$ cat src/edi_pkg.sv
// Shared constants and stage payload type for the integer distance unit.
package edi_pkg;

  // Input beat: four 32-bit coordinates
  localparam int unsigned FIELD_W  = 32;
  localparam int unsigned IN_W     = 4 * FIELD_W;

  // Difference datapath: one guard bit plus sign over a 32-bit coordinate
  localparam int unsigned DIFF_W   = FIELD_W + 2;

  // Integer differences are clamped to 17 bits, squares summed into 35 bits
  localparam int unsigned IDIFF_W  = 17;
  localparam int unsigned SQ_W     = 2 * IDIFF_W;
  localparam int unsigned SUM_W    = SQ_W + 1;

  // Root of a 35-bit value has 18 bits
  localparam int unsigned ROOT_W   = (SUM_W + 1) / 2;
  localparam int unsigned DELTA_W  = SUM_W + 2;

  // Output beat: 17-bit distance padded to three bytes
  localparam int unsigned DIST_W   = 17;
  localparam int unsigned OUT_W    = 24;
  localparam logic [DIST_W-1:0] DIST_MAX = '1;

  // Payload passed between square root stages
  typedef struct packed {
    logic [SUM_W-1:0]  rem;
    logic [ROOT_W-1:0] root;
    logic              sat;
  } root_t;

endpackage

$ cat src/edi_front.sv
// Front end: coordinate differences, integer magnitudes, squares and their sum.
module edi_front
  import edi_pkg::*;
#(
  parameter int unsigned COORD_BITS = 32,
  parameter int unsigned FRAC_BITS  = 16
) (
  input  logic            clk_i,
  input  logic            rst_ni,
  input  logic            valid_i,
  output logic            ready_o,
  input  logic [IN_W-1:0] data_i,
  output logic            valid_o,
  input  logic            ready_i,
  output root_t           data_o
);

  localparam int unsigned NSTG   = 4;
  localparam int unsigned LOW_B  = (COORD_BITS < FIELD_W) ? COORD_BITS : FIELD_W;
  localparam bit          HAS_SGN = (COORD_BITS <= FIELD_W);
  localparam logic [DIFF_W-1:0] LOW_MASK = (DIFF_W'(1) << LOW_B) - DIFF_W'(1);

  logic [NSTG-1:0] vld_q;
  logic [NSTG-1:0] adv;

  // Stage registers
  logic signed [DIFF_W-1:0] dx_q, dy_q;
  logic [IDIFF_W-1:0]       ix_q, iy_q;
  logic                     sat1_q, sat2_q, sat3_q;
  logic [SQ_W-1:0]          sqx_q, sqy_q;
  logic [SUM_W-1:0]         sum_q;

  // Sign-extend the low COORD_BITS of a field, or zero-extend a full field
  function automatic logic [DIFF_W-1:0] coord_ext(input logic [FIELD_W-1:0] raw);
    logic [DIFF_W-1:0] v;
    logic              s;
    v = {{(DIFF_W - FIELD_W){1'b0}}, raw} & LOW_MASK;
    s = HAS_SGN && v[LOW_B-1];
    return s ? (v | ~LOW_MASK) : v;
  endfunction

  // Advance a stage when it is empty or its successor moves
  always_comb begin
    adv[NSTG-1] = !vld_q[NSTG-1] || ready_i;
    for (int i = NSTG - 2; i >= 0; i--) begin
      adv[i] = !vld_q[i] || adv[i+1];
    end
  end

  assign ready_o = adv[0];
  assign valid_o = vld_q[NSTG-1];

  always_ff @(posedge clk_i or negedge rst_ni) begin
    if (!rst_ni) begin
      vld_q <= '0;
    end else begin
      if (adv[0]) vld_q[0] <= valid_i;
      for (int i = 1; i < NSTG; i++) begin
        if (adv[i]) vld_q[i] <= vld_q[i-1];
      end
    end
  end

  // Stage 0: full-width differences
  always_ff @(posedge clk_i) begin
    if (adv[0]) begin
      dx_q <= coord_ext(data_i[0*FIELD_W +: FIELD_W]) - coord_ext(data_i[2*FIELD_W +: FIELD_W]);
      dy_q <= coord_ext(data_i[1*FIELD_W +: FIELD_W]) - coord_ext(data_i[3*FIELD_W +: FIELD_W]);
    end
  end

  // Stage 1: magnitude, drop fraction bits, flag oversize parts
  logic [DIFF_W-1:0] magx, magy, shx, shy;
  always_comb begin
    magx = dx_q[DIFF_W-1] ? DIFF_W'(-dx_q) : DIFF_W'(dx_q);
    magy = dy_q[DIFF_W-1] ? DIFF_W'(-dy_q) : DIFF_W'(dy_q);
    shx  = magx >> FRAC_BITS;
    shy  = magy >> FRAC_BITS;
  end

  always_ff @(posedge clk_i) begin
    if (adv[1]) begin
      ix_q   <= shx[IDIFF_W-1:0];
      iy_q   <= shy[IDIFF_W-1:0];
      sat1_q <= (|shx[DIFF_W-1:IDIFF_W]) || (|shy[DIFF_W-1:IDIFF_W]);
    end
  end

  // Stage 2: squares
  always_ff @(posedge clk_i) begin
    if (adv[2]) begin
      sqx_q  <= ix_q * ix_q;
      sqy_q  <= iy_q * iy_q;
      sat2_q <= sat1_q;
    end
  end

  // Stage 3: sum of squares
  always_ff @(posedge clk_i) begin
    if (adv[3]) begin
      sum_q  <= SUM_W'(sqx_q) + SUM_W'(sqy_q);
      sat3_q <= sat2_q;
    end
  end

  assign data_o.rem  = sum_q;
  assign data_o.root = '0;
  assign data_o.sat  = sat3_q;

endmodule

$ cat src/edi_root_stage.sv
// One stage of the digit-by-digit square root: settles one root bit.
module edi_root_stage
  import edi_pkg::*;
#(
  parameter int unsigned BIT = 0
) (
  input  logic  clk_i,
  input  logic  rst_ni,
  input  logic  valid_i,
  output logic  ready_o,
  input  root_t data_i,
  output logic  valid_o,
  input  logic  ready_i,
  output root_t data_o
);

  logic              valid_q;
  root_t             data_q;
  logic              adv;
  logic [DELTA_W-1:0] delta;
  logic [DELTA_W-1:0] rem_w;
  logic              take;
  root_t             data_d;

  assign adv     = !valid_q || ready_i;
  assign ready_o = adv;
  assign valid_o = valid_q;
  assign data_o  = data_q;

  // Try setting this bit: remainder must cover 2*root*2^BIT + 4^BIT
  always_comb begin
    delta  = (DELTA_W'(data_i.root) << (BIT + 1)) + (DELTA_W'(1) << (2 * BIT));
    rem_w  = DELTA_W'(data_i.rem);
    take   = rem_w >= delta;
    data_d = data_i;
    if (take) begin
      data_d.rem  = data_i.rem - delta[SUM_W-1:0];
      data_d.root = data_i.root | (ROOT_W'(1) << BIT);
    end
  end

  always_ff @(posedge clk_i or negedge rst_ni) begin
    if (!rst_ni) begin
      valid_q <= 1'b0;
    end else if (adv) begin
      valid_q <= valid_i;
    end
  end

  always_ff @(posedge clk_i) begin
    if (adv) data_q <= data_d;
  end

endmodule

$ cat src/euclidean_distance_integer_unit.sv
// Top level of the integer Euclidean distance unit.
//
//   channel   dir  beat contents (low bit up)
//   s_axis    in   first_x, first_y, second_x, second_y (32 bits each)
//   m_axis    out  distance (17 bits), zero padded to 24
//
// One beat per cycle in, one per cycle out while m_axis is ready. There are four
// front stages (difference, magnitude, square, sum) and one stage per root bit (18).
// Every stage holds its own valid bit and moves when empty or when the stage
// after it moves, so a stall at m_axis fills bubbles before s_axis stops.
// Reset clears all valid bits; the data registers are not reset.
module euclidean_distance_integer_unit
  import edi_pkg::*;
#(
  parameter int unsigned COORD_BITS = 32,
  parameter int unsigned FRAC_BITS  = 16
) (
  input  logic            clk_i,
  input  logic            rst_ni,
  input  logic            s_axis_tvalid,
  output logic            s_axis_tready,
  input  logic [IN_W-1:0] s_axis_tdata,   // first_x, first_y, second_x, second_y
  output logic            m_axis_tvalid,
  input  logic            m_axis_tready,
  output logic [OUT_W-1:0] m_axis_tdata   // distance, zero pad
);

  logic  vld  [ROOT_W+1];
  logic  rdy  [ROOT_W+1];
  root_t pipe [ROOT_W+1];

  // Differences through sum of squares
  edi_front #(
    .COORD_BITS(COORD_BITS),
    .FRAC_BITS (FRAC_BITS)
  ) u_front (
    .clk_i  (clk_i),
    .rst_ni (rst_ni),
    .valid_i(s_axis_tvalid),
    .ready_o(s_axis_tready),
    .data_i (s_axis_tdata),
    .valid_o(vld[0]),
    .ready_i(rdy[0]),
    .data_o (pipe[0])
  );

  // Square root, most significant bit first
  for (genvar i = 0; i < ROOT_W; i++) begin : g_root
    edi_root_stage #(
      .BIT(ROOT_W - 1 - i)
    ) u_stage (
      .clk_i  (clk_i),
      .rst_ni (rst_ni),
      .valid_i(vld[i]),
      .ready_o(rdy[i]),
      .data_i (pipe[i]),
      .valid_o(vld[i+1]),
      .ready_i(rdy[i+1]),
      .data_o (pipe[i+1])
    );
  end

  assign rdy[ROOT_W] = m_axis_tready;

  // Clamp oversize results to the field maximum
  logic [DIST_W-1:0] distance;
  always_comb begin
    if (pipe[ROOT_W].sat || (|pipe[ROOT_W].root[ROOT_W-1:DIST_W])) begin
      distance = DIST_MAX;
    end else begin
      distance = pipe[ROOT_W].root[DIST_W-1:0];
    end
  end

  assign m_axis_tvalid = vld[ROOT_W];
  assign m_axis_tdata  = {{(OUT_W - DIST_W){1'b0}}, distance};

endmodule

$ cat config.mk
export PLATFORM = sky130hd
export DESIGN_NAME = euclidean_distance_integer_unit
export DESIGN_NICKNAME = d
export VERILOG_FILES = /design/src/edi_pkg.sv /design/src/edi_front.sv /design/src/edi_root_stage.sv /design/src/euclidean_distance_integer_unit.sv
export SDC_FILE = /design/constraint.sdc
export NUM_CORES = 2
export LEC_CHECK = 0
export BUFFER_PORTS_ARGS = -buffer_cell sky130_fd_sc_hd__buf_2
export CAP_MARGIN = 40
export CORE_MARGIN = 2
export CORE_UTILIZATION = 60
export CTS_BUF_LIST = sky130_fd_sc_hd__clkbuf_4
export CTS_CLUSTER_DIAMETER = 30
export CTS_CLUSTER_SIZE = 8
export DETAILED_ROUTE_END_ITERATION = 8
export PLACE_DENSITY_LB_ADDON = 0.3
export SLEW_MARGIN = 20
export SYNTH_ARGS = -nofsm -noshare
export SYNTH_HDL_FRONTEND = slang
export SYNTH_HIERARCHICAL = 1
export SYNTH_SLANG_ARGS = --single-unit
$ cat constraint.sdc
create_clock -name clk_i -period 86 [get_ports clk_i]
set_clock_uncertainty 0.2 [all_clocks]
set_input_delay 8.6 -clock clk_i [delete_from_list [all_inputs] [get_ports clk_i]]
set_output_delay 8.6 -clock clk_i [all_outputs]
set_load 0.05 [all_outputs]
Yosys cells after proc, flatten, opt, wreduce, memory -nomap -nowiden:

Index checks and enable logic that the tools add are counted.
Widths: inputs -> output; s select.

* logic and storage cells: 231
* register bits after elaboration: 1167
* input bits: 132
* output and inout bits: 26

* add/sub/neg operators: 39
* reduce and logical (&&, ||, !) cells: 46
* $lt $le $gt $ge: 18
* mux-type cells: 24
* multiply operators: 2

Operators by type and width (number)
* $mux 53: 17
* $ge 35x37->1: 17
* $sub 35x35->35: 16
* $mux 34: 6
* $mul 17x17->34: 2
* $neg 34->34: 2
* $sub 34x34->34: 2
* $add 35x33->36 const B: 1
* $add 34x31->35 const B: 1
* $add 34x34->35: 1
* $ge 35x35->1 const B: 1
* $sub 35x35->35 const B: 1
* $add 33x29->34 const B: 1
* $add 32x27->33 const B: 1
* $add 31x25->32 const B: 1
* $add 30x23->31 const B: 1
* $add 29x21->30 const B: 1
* $add 28x19->29 const B: 1
* $add 27x17->28 const B: 1
* $add 26x15->27 const B: 1
* $add 25x13->26 const B: 1
* $add 24x11->25 const B: 1
* $add 23x9->24 const B: 1
* $logic_or 1x1->1: 24
* 6 further kinds: 27

Depth between registers and ports, before layout:

* depth after elaboration: 23
* depth in mapped cells: 24
* gate-level depth less buffers: 23

Modules after synthesis:

Netlist, hierarchy kept.

By module, submodules not included
* edi_front: area each 28655.0 sq um, cells an instance 2947, seq. area each 6286.0 sq um, instances 1
* edi_root_stage at g_root[16].u_stage: area each 3623.5 sq um, cells an instance 356, seq. area each 1646.6 sq um, instances 1
* edi_root_stage at g_root[14].u_stage: area each 3568.4 sq um, cells an instance 335, seq. area each 1646.6 sq um, instances 1
* edi_root_stage at g_root[15].u_stage: area each 3539.6 sq um, cells an instance 334, seq. area each 1646.6 sq um, instances 1
* edi_root_stage at g_root[13].u_stage: area each 3514.6 sq um, cells an instance 327, seq. area each 1646.6 sq um, instances 1
* edi_root_stage at g_root[12].u_stage: area each 3432.0 sq um, cells an instance 327, seq. area each 1646.6 sq um, instances 1
* edi_root_stage at g_root[17].u_stage: area each 3402.0 sq um, cells an instance 330, seq. area each 1646.6 sq um, instances 1
* edi_root_stage at g_root[11].u_stage: area each 3384.5 sq um, cells an instance 312, seq. area each 1646.6 sq um, instances 1
* edi_root_stage at g_root[10].u_stage: area each 3382.0 sq um, cells an instance 317, seq. area each 1646.6 sq um, instances 1
* edi_root_stage at g_root[7].u_stage: area each 3296.9 sq um, cells an instance 296, seq. area each 1646.6 sq um, instances 1
* edi_root_stage at g_root[6].u_stage: area each 3276.9 sq um, cells an instance 272, seq. area each 1646.6 sq um, instances 1
* edi_root_stage at g_root[9].u_stage: area each 3271.9 sq um, cells an instance 303, seq. area each 1646.6 sq um, instances 1
* edi_root_stage at g_root[3].u_stage: area each 3226.8 sq um, cells an instance 273, seq. area each 1646.6 sq um, instances 1
* edi_root_stage at g_root[8].u_stage: area each 3219.3 sq um, cells an instance 277, seq. area each 1646.6 sq um, instances 1
* +6 rows

Least setup slack after synthesis:

No wires, ideal clock.

* path type: input -> output
* start point: input port m_axis_tready
* end point: output port s_axis_tready
* stages on the path: 20
* slack: 39.219 ns
* data arrival time: 37.981 ns
* buffers on the path: 0
* path through: nand2b_1 > nand2b_1 > nand2b_1 > nand2b_1 > nand2b_1 > nand2b_1 > nand2b_1 > nand2b_1 > nand2b_1 > nand2b_1 > nand2b_1 > nand2b_1 > nand2b_1 > nand2b_1 > nand2b_1 > nand2b_1 > nand2b_1 > nand2b_1 > nor2b_1 > nand4_1

RTL lines
* start: declaration: RTL line euclidean_distance_integer_unit.sv:24 `input logic m_axis_tready,`
* end: declaration: RTL line euclidean_distance_integer_unit.sv:21 `output logic s_axis_tready,`

==> flow_summary.ini <==
[outcome]
status = finished, final reports clean

[setup_path]
endpoint_kind = output port
endpoint = s_axis_tready
rr_startpoint = g_root[17].u_stage/valid_o
cpPeakStageDelay_ps = 550
r2r_cells = 38
ff2ff_setup_slack_ps = 71220
cp_slowest_cell = buf_4
crit_fanout = 56
startpoint = m_axis_tready
start_kind = primary input
r2r_end = u_front/sqx_q[12]
cp_data_required_time_ps = 77200
crit_type = in2out
arrival_ps = 22620

[clock_network]
hold_buffers = 0
cts_root_buffer = clkbuf_4
cts.clk_slew.worst_paths_ps = 90
cts.path.max_buffers = 3
insertion_delay_ps = 1240
cts_resized = 0
clock_sinks = 1165
post_cts_buffers = 0
htree_num_levels = 4
cts_buffers = 228
cts_tree = yes

[floorplanning]
ios = 158
start_util_pct = 60.2
num_rows = 139
core_um2 = 143000
dieArea_um2 = 147000
die_x_um = 383
die_h_um = 383

[global_route]
antenna_found_initial = 3
grt_max_degree = 57
grt_overflow_total = 0
grt_pass1_wl_um = 330000
grt_pass1_vias = 61900
grt.total_usage_pct = 28.5

[timing]
finalCriticalPeriod_ps = 31420
fin_setup_tns_ps = 0
drv_slew = 0
final_hold_viol_count = 0
fmax_ghz = 0.0318
worstMarginPinSlew_ps = 854
postLayoutSetupSlackWorst_ps = 54580
rsz0062_at_grt = no
fin_crit_sh_pct = 36.5
holdWs_ps = 194
slew_headroom_pct = 41.6
setup_violations = 0

[detailed_routing]
ant_nets = 0
vias = 61800
dr.pass1.iters = 6
wirelength_um = 209000
vias_per_cell = 5.95
avgRoutedWirePerCell_um = 20.2
drt-initial-drc-count = 4458
drc_errors = 0

[placement]
place_hpwl_um = 165000
dp_slack_ps = 54420
port_buffers = 150
place_congestion = 0.966

[hold_path]
min_path_type = reg2reg

[final_layout]
fin_nets = 9502
final_layout_size_suffix_gt1_share_pct = 10.4
area_growth_pct = 6.83

[flow_run]
drv_cap = 0

[synth]
syn_area_um2 = 86100
synthCells = 8066
synth-warning-count = 6
syn_avg_cell_area_um2 = 10.7
## cell type report
type,count,area (um2)
antenna,12,30.0
clock buffer,270,2030
clock inverter,139,1410
fill,11200,51100
inverter,908,3410
multi-input combinational,5786,46600
sequential,1165,34900
tap,1903,2380
timing repair buffer,203,1260
## state kept, by name (all words and copies together) (netlist names)
| signal | count |
|---|---|
| u_front/sqx_q | 33 |
| u_front/vld_q | 4 |
| u_front/dy_q | 34 |
| u_front/sqy_q | 33 |
| u_front/sat2_q | 1 |
| u_front/sat1_q | 1 |
| u_front/dx_q | 34 |
| u_front/sum_q | 35 |
| u_front/ix_q | 17 |
| u_front/iy_q | 17 |
| g_root.u_stage/valid_o | 18 |
| g_root.u_stage/data_o | 937 |
| u_front/sat3_q | 1 |
## cells in the final DEF, fill, tap and decap left out, types with 292 or more instances in the layout
cell type	count
edfxtp_1	1143
xor2_1	292
ha_1	675
xnor2_1	368
inv_1	908
fa_1	403
a21oi_1	525
nand2_1	623
o21ai_0	292
nor2_1	411
## worst max-delay path: cells and delay by family
kind | cells | cell delay, ps
simple gates | 20 | 4440
buf+inv | 19 | 9300
## worst min path at each step
stage / from / end / slack, ps / cells past startpoint
floorplan: g_root[9].u_stage/data_o[0] / g_root[10].u_stage/data_o[0] / 200 / 0
global placement: g_root[10].u_stage/data_o[0] / g_root[11].u_stage/data_o[0] / 200 / 0
detailed placement: g_root[5].u_stage/data_o[0] / g_root[6].u_stage/data_o[0] / 210 / 0
CTS: u_front/sat2_q / u_front/sat3_q / 200 / 0
global route: g_root[8].u_stage/data_o[4] / g_root[9].u_stage/data_o[4] / 210 / 0
finish: u_front/sat2_q / u_front/sat3_q / 190 / 0
## metal layers
layer | wire length [um] | track usage (%) | vias up | part of all wire (%)
met1 | 81000 | 33.9 | 29800 | 39
met2 | 106000 | 50.0 | 2118 | 51
met4 | 12400 | 16.3 | 0 | 5.9
met3 | 10000 | 3.51 | 553 | 4.8
met5 | 0 | 0 | - | 0
li1 | - | - | 29300 | -
## stage by stage
stage / area, um2 / util (%) / instances
floorplan: 86200 / - / 8089
global placement: 88300 / 61.7 / 9950
detailed placement: 88400 / 61.8 / 9958
CTS: 91900 / 64.2 / 10400
global route: 92000 / 64.3 / 10400
finish: 92000 / 64.3 / 10400
Power is left out: the tool's default activity adds up to more than one toggle a clock period on the data nets, which glitch-free logic cannot reach.
